File: config.mk
export PLATFORM = sky130hd
export DESIGN_NAME = pbnm_match
export DESIGN_NICKNAME = d
export VERILOG_FILES = /design/src/pbnm_pkg.sv /design/src/pbnm_match.sv
export SDC_FILE = /design/constraint.sdc
export NUM_CORES = 1
export LEC_CHECK = 0
export BUFFER_PORTS_ARGS = -buffer_cell sky130_fd_sc_hd__buf_2
export CAP_MARGIN = 30
export CORE_MARGIN = 2
export CORE_UTILIZATION = 60
export DETAILED_ROUTE_END_ITERATION = 16
export PLACE_DENSITY = 0.89
export SLEW_MARGIN = 10
export SYNTH_ARGS = -nofsm -noshare
export SYNTH_HDL_FRONTEND = slang
export SYNTH_SLANG_ARGS = --single-unit
File: constraint.sdc
create_clock -name clock -period 19.3 [get_ports clock]
set_input_delay 0.965 -clock clock [delete_from_list [all_inputs] [get_ports clock]]
set_output_delay 0.965 -clock clock [all_outputs]
set_load 0.02 [all_outputs]
File: src/pbnm_pkg.sv
// Package with the shared constants, command codes and transaction types of the palette blend block.
`timescale 1ns / 1ps
`default_nettype none
package pbnm_pkg;

   localparam int PALETTE_ENTRIES = 256;
   localparam int PAL_AW          = (PALETTE_ENTRIES > 1) ? $clog2(PALETTE_ENTRIES) : 1;
   localparam int COLOR_W         = 8;
   localparam int INDEX_W         = 8;
   localparam int ALPHA_W         = 9;
   localparam int CACHE_AW        = 2 * INDEX_W;
   localparam int CACHE_DEPTH     = 1 << CACHE_AW;
   localparam int EPOCH_W         = 8;
   localparam int SQ_W            = 2 * COLOR_W;
   localparam int DIST_W          = SQ_W + 2;

   localparam logic [ALPHA_W-1:0] ALPHA_RESET = 9'd128;
   localparam logic [ALPHA_W-1:0] ALPHA_FULL  = 9'd256;

   typedef enum logic [1:0] {
      CMD_WRITE = 2'd0,
      CMD_CLEAR = 2'd1,
      CMD_MATCH = 2'd2,
      CMD_BLEND = 2'd3
   } cmd_type;

   typedef struct packed {
      cmd_type            cmd;
      logic [INDEX_W-1:0] entry_index;
      logic [INDEX_W-1:0] src_color;
      logic [INDEX_W-1:0] dst_color;
      logic [COLOR_W-1:0] red;
      logic [COLOR_W-1:0] green;
      logic [COLOR_W-1:0] blue;
   } req_type;

   typedef struct packed {
      logic [INDEX_W-1:0] match_index;
      logic               from_cache;
   } rsp_type;

   typedef struct packed {
      logic [COLOR_W-1:0] red;
      logic [COLOR_W-1:0] green;
      logic [COLOR_W-1:0] blue;
   } rgb_type;

   typedef struct packed {
      logic               en;
      logic [INDEX_W-1:0] addr;
   } pal_rd_type;

   typedef struct packed {
      logic               en;
      logic [INDEX_W-1:0] addr;
      rgb_type            rgb;
   } pal_wr_type;

   typedef struct packed {
      logic                lookup;
      logic                write;
      logic                clear;
      logic [CACHE_AW-1:0] addr;
      logic [INDEX_W-1:0]  index;
   } cache_req_type;

   typedef struct packed {
      logic               hit;
      logic [INDEX_W-1:0] index;
      logic               busy;
   } cache_rsp_type;

   typedef struct packed {
      logic               done;
      logic               busy;
      logic [INDEX_W-1:0] index;
   } match_rsp_type;

endpackage
`default_nettype wire

File: src/pbnm_match.sv
// Nearest color search that scans the palette one entry per cycle through a three-stage pipeline.
`timescale 1ns / 1ps
`default_nettype none
module pbnm_match (
   input  wire logic              clock,
   input  wire logic              reset,
   input  wire logic              start,
   input  wire pbnm_pkg::rgb_type target,
   input  wire pbnm_pkg::rgb_type pal_rgb,
   output pbnm_pkg::pal_rd_type   pal_rd,
   output pbnm_pkg::match_rsp_type rsp
);

   localparam logic [pbnm_pkg::PAL_AW-1:0] LAST_ADDR =
      pbnm_pkg::PAL_AW'(pbnm_pkg::PALETTE_ENTRIES - 1);

   logic                          run_ff;
   logic [pbnm_pkg::PAL_AW-1:0]   addr_ff;
   logic                          v1_ff;
   logic                          last1_ff;
   logic [pbnm_pkg::PAL_AW-1:0]   idx1_ff;
   logic                          v2_ff;
   logic                          last2_ff;
   logic [pbnm_pkg::PAL_AW-1:0]   idx2_ff;
   logic [pbnm_pkg::SQ_W-1:0]     sq_r_ff;
   logic [pbnm_pkg::SQ_W-1:0]     sq_g_ff;
   logic [pbnm_pkg::SQ_W-1:0]     sq_b_ff;
   logic [pbnm_pkg::DIST_W-1:0]   best_err_ff;
   logic [pbnm_pkg::PAL_AW-1:0]   best_idx_ff;
   logic                          done_ff;
   logic [pbnm_pkg::SQ_W-1:0]     sq_r_in;
   logic [pbnm_pkg::SQ_W-1:0]     sq_g_in;
   logic [pbnm_pkg::SQ_W-1:0]     sq_b_in;
   logic [pbnm_pkg::DIST_W-1:0]   err;

   function automatic logic [pbnm_pkg::SQ_W-1:0] square_diff(
      input logic [pbnm_pkg::COLOR_W-1:0] a,
      input logic [pbnm_pkg::COLOR_W-1:0] b
   );
      logic signed [pbnm_pkg::COLOR_W:0]       d;
      logic signed [2*pbnm_pkg::COLOR_W+1:0]   p;
      d = $signed({1'b0, a}) - $signed({1'b0, b});
      p = d * d;
      return p[pbnm_pkg::SQ_W-1:0];
   endfunction

   always_comb begin
      sq_r_in = square_diff(target.red, pal_rgb.red);
      sq_g_in = square_diff(target.green, pal_rgb.green);
      sq_b_in = square_diff(target.blue, pal_rgb.blue);
      err     = pbnm_pkg::DIST_W'(sq_r_ff) + pbnm_pkg::DIST_W'(sq_g_ff)
              + pbnm_pkg::DIST_W'(sq_b_ff);
   end

   always_ff @(posedge clock) begin
      idx1_ff  <= addr_ff;
      last1_ff <= addr_ff == LAST_ADDR;
      idx2_ff  <= idx1_ff;
      last2_ff <= last1_ff;
      sq_r_ff  <= sq_r_in;
      sq_g_ff  <= sq_g_in;
      sq_b_ff  <= sq_b_in;
   end

   always_ff @(posedge clock) begin
      if (reset) begin
         run_ff      <= 1'b0;
         addr_ff     <= '0;
         v1_ff       <= 1'b0;
         v2_ff       <= 1'b0;
         done_ff     <= 1'b0;
         best_err_ff <= '1;
         best_idx_ff <= '0;
      end else begin
         v1_ff   <= run_ff;
         v2_ff   <= v1_ff;
         done_ff <= v2_ff && last2_ff;
         if (start) begin
            run_ff      <= 1'b1;
            addr_ff     <= '0;
            best_err_ff <= '1;
            best_idx_ff <= '0;
         end else begin
            if (run_ff) begin
               addr_ff <= addr_ff + 1'b1;
               if (addr_ff == LAST_ADDR) begin
                  run_ff <= 1'b0;
               end
            end
            if (v2_ff && (err < best_err_ff)) begin
               best_err_ff <= err;
               best_idx_ff <= idx2_ff;
            end
         end
      end
   end

   always_comb begin
      pal_rd.en  = run_ff;
      pal_rd.addr = pbnm_pkg::INDEX_W'(addr_ff);
      rsp.done   = done_ff;
      rsp.busy   = run_ff || v1_ff || v2_ff;
      rsp.index  = pbnm_pkg::INDEX_W'(best_idx_ff);
   end

endmodule
`default_nettype wire

==> results.yml, run 1 <==
setup_path:
  cp_num_cells: 27
  cp_slowest_cell: "fa_1"
  cpMostUsedCell: "inv_1"
  cp.arrival_ps: 7330
  end_kind: "register"
  cp_top_family: "adder cells"
  worst_path_largest_cell_delay_ps: 540
  worstSetupStartpointType: "input pin"
  path_max_fanout: 8
  worstSetupPathType: "input pin to register"
  reg2reg_depth: 15
  cp_num_buf_inv: 8
  worstPathRequired_ps: 19560
yosys:
  synthAdderAreaFrac_pct: 45.3
  muxShareOfSynthArea_pct: 1.07
  synth_commonest_cells: "inv_1 (262), ha_1 (167), fa_1 (166), nor2_1 (109), dfxtp_1 (101)"
  synth_top_area_share_pct: 27.8
  netlist_area_sq_um: 12000
  synth_cell_types: 61
  yosysTopAreaCell: "fa_1"
  syn_area_per_cell_sq_um: 9.35
  synth.most_common_cell: "inv_1"
  syn_inst: 1279
  synth_edf_count: 0
  synth_top_family_by_area: "adder cells"
  synth_xor_area_share_pct: 7.69
  synthArstFlopShare_pct: 0
  synth_compound_area_share_pct: 9.91
  synth-seq-cells: 101
  synth.area.top_cells: "fa_1 (28%), ha_1 (17%), dfxtp_1 (17%), inv_1 (8.2%), xnor2_1 (5.4%)"
  yosysWarnings: 0
  yosys.area_share.simple_pct: 10.2
  synthFlopType: "dfxtp_1"
  seq_area_frac_synth_pct: 16.9
floorplanning:
  dieArea_sq_um: 21100
  start_util_pct: 61.3
  placeableCoreArea_sq_um: 19500
  fp.dieW_microns: 145
  boundaryPins: 70
  die_h_microns: 145
  row_count: 51
final_layout:
  syn_to_final_growth_pct: 7.96
  drive_gt1_share_pct: 8.88
  fin_nets: 1731
  num_antenna_cells: 0
  multiInputGateArea_sq_um: 8880
  regArea_sq_um: 2020
  fillers: 1455
run:
  maxCapViolations: 0
global_routing:
  grt_pass1_vias: 9527
  grt_pass1_wl_microns: 42300
  grt_max_degree: 35
  grt_antenna_before_repair: 0
  track_usage_pct: 24.0
  grt_overflow: 0
drt:
  avgViaCountPerCell: 5.45
  avgRoutedWirePerCell_microns: 15.0
  drt_iter0_markers: 376
  final_antenna_net_count: 0
  drc: 0
  drt_pass1_iterations: 7
  vias: 8805
  wl_microns: 24200
sta:
  tightest_slew_ps: 657
  relSlewSlack_pct: 55.1
  rsz0062_at_grt: "no"
  finalCriticalPeriod_ps: 7080
  skew_ps: 7.95
  drv_slew: 0
  finalSetupTns_ps: 0
  final-hold-violation-count: 0
  post-route-period-util_pct: 36.7
  finalSetupViolations: 0
  timing.fmax_mhz: 141
placement:
  port_buffers: 69
  dp_hpwl_microns: 19800
  gp_congestion: 0.899
cts:
  cts.sinks: 101
  htree_levels: 3
  tritoncts: "yes"
  hold_buffers: 0
  cts_buffer_depth: 2
  clk_pin_slew_ps: 70
  cts-resized-gates: 0
  numCtsBuffers: 9
  cts_setup_buffers: 0
  worst_skew_pair.late_latency_ps: 340
  clockRootBuffer: "clkbuf_16"
worst_hold_path:
  whs_path_depth: 0
  hp-class: "register to register"
run_status:
  status: "completed"
[kinds of logic (layout without fill, tap and decap cells)]
group / Yosys count / after routing
compound gates: 170 / 170
xor+xnor: 102 / 102
fa+ha+maj: 333 / 333
buf+inv: 283 / 355
flops: 101 / 101
mux: 12 / 12
other cells: 2 / 3
simple gates: 276 / 276
[layout make-up]
type | count | share of cell area [%]
inverters | 266 | 7.73
clock buffers | 9 | 1.74
multi-input cells | 896 | 68.8
repair buffers | 73 | 3.03
flip-flops and latches | 101 | 15.7
clock inverters | 7 | 0.514
well taps | 265 | 2.57
[per-stage QoR]
| step | hold slack, ps | setup WS, ps | area (sq um) | cells | util [%] |
|---|---|---|---|---|---|
| after global placement | 310 | 12170 | 12600 | 1598 | 64.4 |
| after global routing | 337 | 11820 | 12900 | 1617 | 66.1 |
| after CTS | 330 | 12260 | 12900 | 1616 | 66.1 |
| after detailed placement | 314 | 11940 | 12600 | 1600 | 64.6 |
| final | 329 | 12220 | 12900 | 1617 | 66.1 |
| after floorplan | 310 | 12470 | 12000 | 1280 | - |
[placed cells by master, fill, tap and decap left out, types with 26 or more instances in the layout]
cell type	netlist	layout
ha_1	167	167
xor2_1	26	26
a21oi_1	39	39
buf_2	2	69
fa_1	166	166
dfxtp_1	101	101
xnor2_1	74	74
nor2_1	109	109
nand2_1	91	91
inv_1	262	262
[routing by layer]
layer / share of wire [%] / global-route usage [%] / routed length, microns
met1: 40 / 28.5 / 9760
met2: 53 / 45.0 / 12700
met3: 4.3 / 2.92 / 1040
met4: 2.7 / 7.40 / 660
met5: 0 / 0 / 0
[flip-flops by register name, summed over array words and instances (netlist names)]
name / flops
idx2_ff: 8
v2_ff: 1
best_idx_ff: 8
sq_r_ff: 15
sq_g_ff: 15
v1_ff: 1
addr_ff: 8
last2_ff: 1
best_err_ff: 18
run_ff: 1
done_ff: 1
idx1_ff: 8
sq_b_ff: 15
last1_ff: 1
[worst paths after layout]
path              slack, ps                from                          end
hold / removal          330  idx1_ff[7]$_DFF_P_           idx2_ff[7]$_DFF_P_
setup reg to reg      14710  sq_g_ff[4]$_DFF_P_  best_idx_ff[4]$_SDFFE_PP0P_
hold reg to reg         330  idx1_ff[7]$_DFF_P_           idx2_ff[7]$_DFF_P_
setup / recovery      12220           target[8]          sq_g_ff[14]$_DFF_P_
Power of run 1 is not shown: default switching activity piles up to over one toggle a cycle in this logic, so the estimate is an artifact.
==> inputs of run 2 (changes only) <==
Settings changed: CORE_UTILIZATION 60 to 57, PLACE_DENSITY 0.89 to 0.88.
Clock period 19.3 ns to 5.8 ns, I/O delays scaled along.
==> run 2 against run 1 <==
Hold slack worse by 130 ps. First-iteration DRC count is 28% higher. Count of clock-buffer cells in the layout is 3 higher. Final area is 9.2% higher. Via count is 6.1% higher. Non-clock buffer count is 109 higher. Sequential share of layout area is 1.3 points lower. Wire length is 15% higher. Worst setup slack worse by 12000 ps. Die area is 5.1% higher. Clock skew is 1.2 ps higher. Critical path type unchanged.
==> results.yml, run 2 (synthesized netlist as in run 1, its figures left out) <==
setup_path:
  path_max_fanout: 3
  end_kind: "register"
  cp.arrival_ps: 6030
  cp_num_buf_inv: 13
  worstSetupStartpointType: "input pin"
  reg2reg_depth: 15
  r2r_end: "best_err_ff[11]$_SDFFE_PP1P_"
  rr_startpoint: "sq_g_ff[4]$_DFF_P_"
  cp_num_cells: 31
  cp_slowest_cell: "fa_2"
  worst_path_largest_cell_delay_ps: 550
  cp_top_family: "adder cells"
  worstPathRequired_ps: 6070
  rrSetupSlack_ps: 920
  cpMostUsedCell: "inv_2"
  worstSetupPathType: "input pin to register"
final_layout:
  final_cell_mix: "inv_1 (246), fa_1 (158), ha_1 (155)"
  fin_nets: 1840
  final_cell_area_sq_um: 14100
  num_antenna_cells: 0
  largest_reg_flops: 18
  drive_gt1_share_pct: 20.4
  layout_commonest_cell: "inv_1"
  top_register: "best_err_ff"
  syn_to_final_growth_pct: 17.9
run:
  maxCapViolations: 0
drt:
  avgRoutedWirePerCell_microns: 16.1
  drc: 0
  wl_microns: 27800
  vias: 9339
  drt_iter0_markers: 481
  final_antenna_net_count: 0
  avgViaCountPerCell: 5.40
  drt_pass1_iterations: 6
global_routing:
  grt_overflow: 0
  track_usage_pct: 24.5
  grt_antenna_before_repair: 0
  grt_pass1_vias: 10094
  grt_max_degree: 34
  grt_pass1_wl_microns: 44700
sta:
  finalSetupViolations: 0
  rsz0062_at_grt: "yes"
  skew_ps: 9.13
  finalCriticalPeriod_ps: 5770
  drv_slew: 0
  finalSetupTns_ps: 0
  relSlewSlack_pct: 35.8
  post-route-period-util_pct: 99.4
  tightest_slew_ps: 959
  final-hold-violation-count: 0
  timing.fmax_mhz: 173
placement:
  place_area_sq_um: 13500
  gp_congestion: 0.899
  dp_hpwl_microns: 21100
  port_buffers: 69
worst_hold_path:
  hp-class: "input pin to register"
  worst_hold_path.endpoint: "run_ff$_SDFF_PP0_"
  min_from: "reset"
  whs_path_depth: 2
cts:
  cts.sinks: 101
  clockRootBuffer: "clkbuf_16"
  cts_buffer_depth: 2
  worst_skew_pair.late_latency_ps: 340
  htree_levels: 3
  tritoncts: "yes"
  numCtsBuffers: 9
  clk_pin_slew_ps: 70
floorplanning:
  boundaryPins: 70
  die_h_microns: 149
  placeableCoreArea_sq_um: 20400
  fp.dieW_microns: 149
  start_util_pct: 58.5
  dieArea_sq_um: 22200
  row_count: 52
run_status:
  status: "completed"
## run 2: cell count changes in the layout (fill, tap and decap cells not counted), sizes merged
cell | before | now
inv | 266 | 265
buf | 73 | 182
bufinv | 0 | 1
clkinv | 7 | 4
clkbuf | 9 | 12
## run 2: area by class of cell
cell class / count / area [sq um]
Clock buffer: 12 / 256
Clock inverter: 4 / 52.6
Fill cell: 1358 / 6330
Inverter: 266 / 1000
Multi-Input combinational cell: 896 / 9220
Sequential cell: 101 / 2020
Tap cell: 270 / 338
Timing Repair Buffer: 182 / 1210
## run 2: stage by stage
| stage | setup WS, ps | hold WS, ps | cells | util [%] |
|---|---|---|---|---|
| 3_5_place_dp | -287 | 312 | 1706 | 65.8 |
| 6_report | 34.2 | 194 | 1731 | 69.0 |
| 5_1_grt | -187 | 212 | 1731 | 69.0 |
| 3_3_place_gp | -96.6 | 310 | 1705 | 65.8 |
| 4_1_cts | 8.36 | 195 | 1722 | 67.4 |
| 2_1_floorplan | -0.157 | 310 | 1280 | - |
## run 2: worst max-delay path by stage
| stage | startpoint | endpoint | slack (ps) |
|---|---|---|---|
| 3_5_place_dp | target[0] | sq_b_ff[15]$_DFF_P_ | -290 |
| 3_3_place_gp | target[16] | sq_r_ff[14]$_DFF_P_ | -100 |
| 2_1_floorplan | target[8] | sq_g_ff[14]$_DFF_P_ | -0.2 |
| 6_report | target[16] | sq_r_ff[13]$_DFF_P_ | 30 |
| 4_1_cts | target[16] | sq_r_ff[14]$_DFF_P_ | 8 |
| 5_1_grt | target[0] | sq_b_ff[15]$_DFF_P_ | -190 |
## run 2: worst reg2reg max path, stage by stage (launching register included)
cell and delay [ps]:
dfxtp_1 410, fa_1 460, ha_1 340, o21ai_0 450, o211ai_1 240, a31o_2 270
o41a_1 320, xor2_1 230, ha_1 300, a21o_1 190, a21oi_1 190, nand3b_1 140
o21ai_4 760, buf_4 290, nand2_1 80, o211ai_1 130
## run 2: layer usage
| layer | track usage (%) | wire [microns] | up-vias |
|---|---|---|---|
| li1 | - | - | 4401 |
| met1 | 29.2 | 10900 | 4524 |
| met2 | 45.4 | 14600 | 324 |
| met3 | 2.78 | 1380 | 90 |
| met4 | 8.86 | 917 | 0 |
| met5 | 0 | 0 | - |
## run 2: what timing repair did
action | CTS | global route
hold buffers | 0 | 0
buffers inserted | 0 | 9
resized for setup | 2 | 68
pin swaps | 0 | 48
endpoints found under the setup margin | 2 | 12
cloned | 0 | 0
Power of run 2 is left out for the same reason.
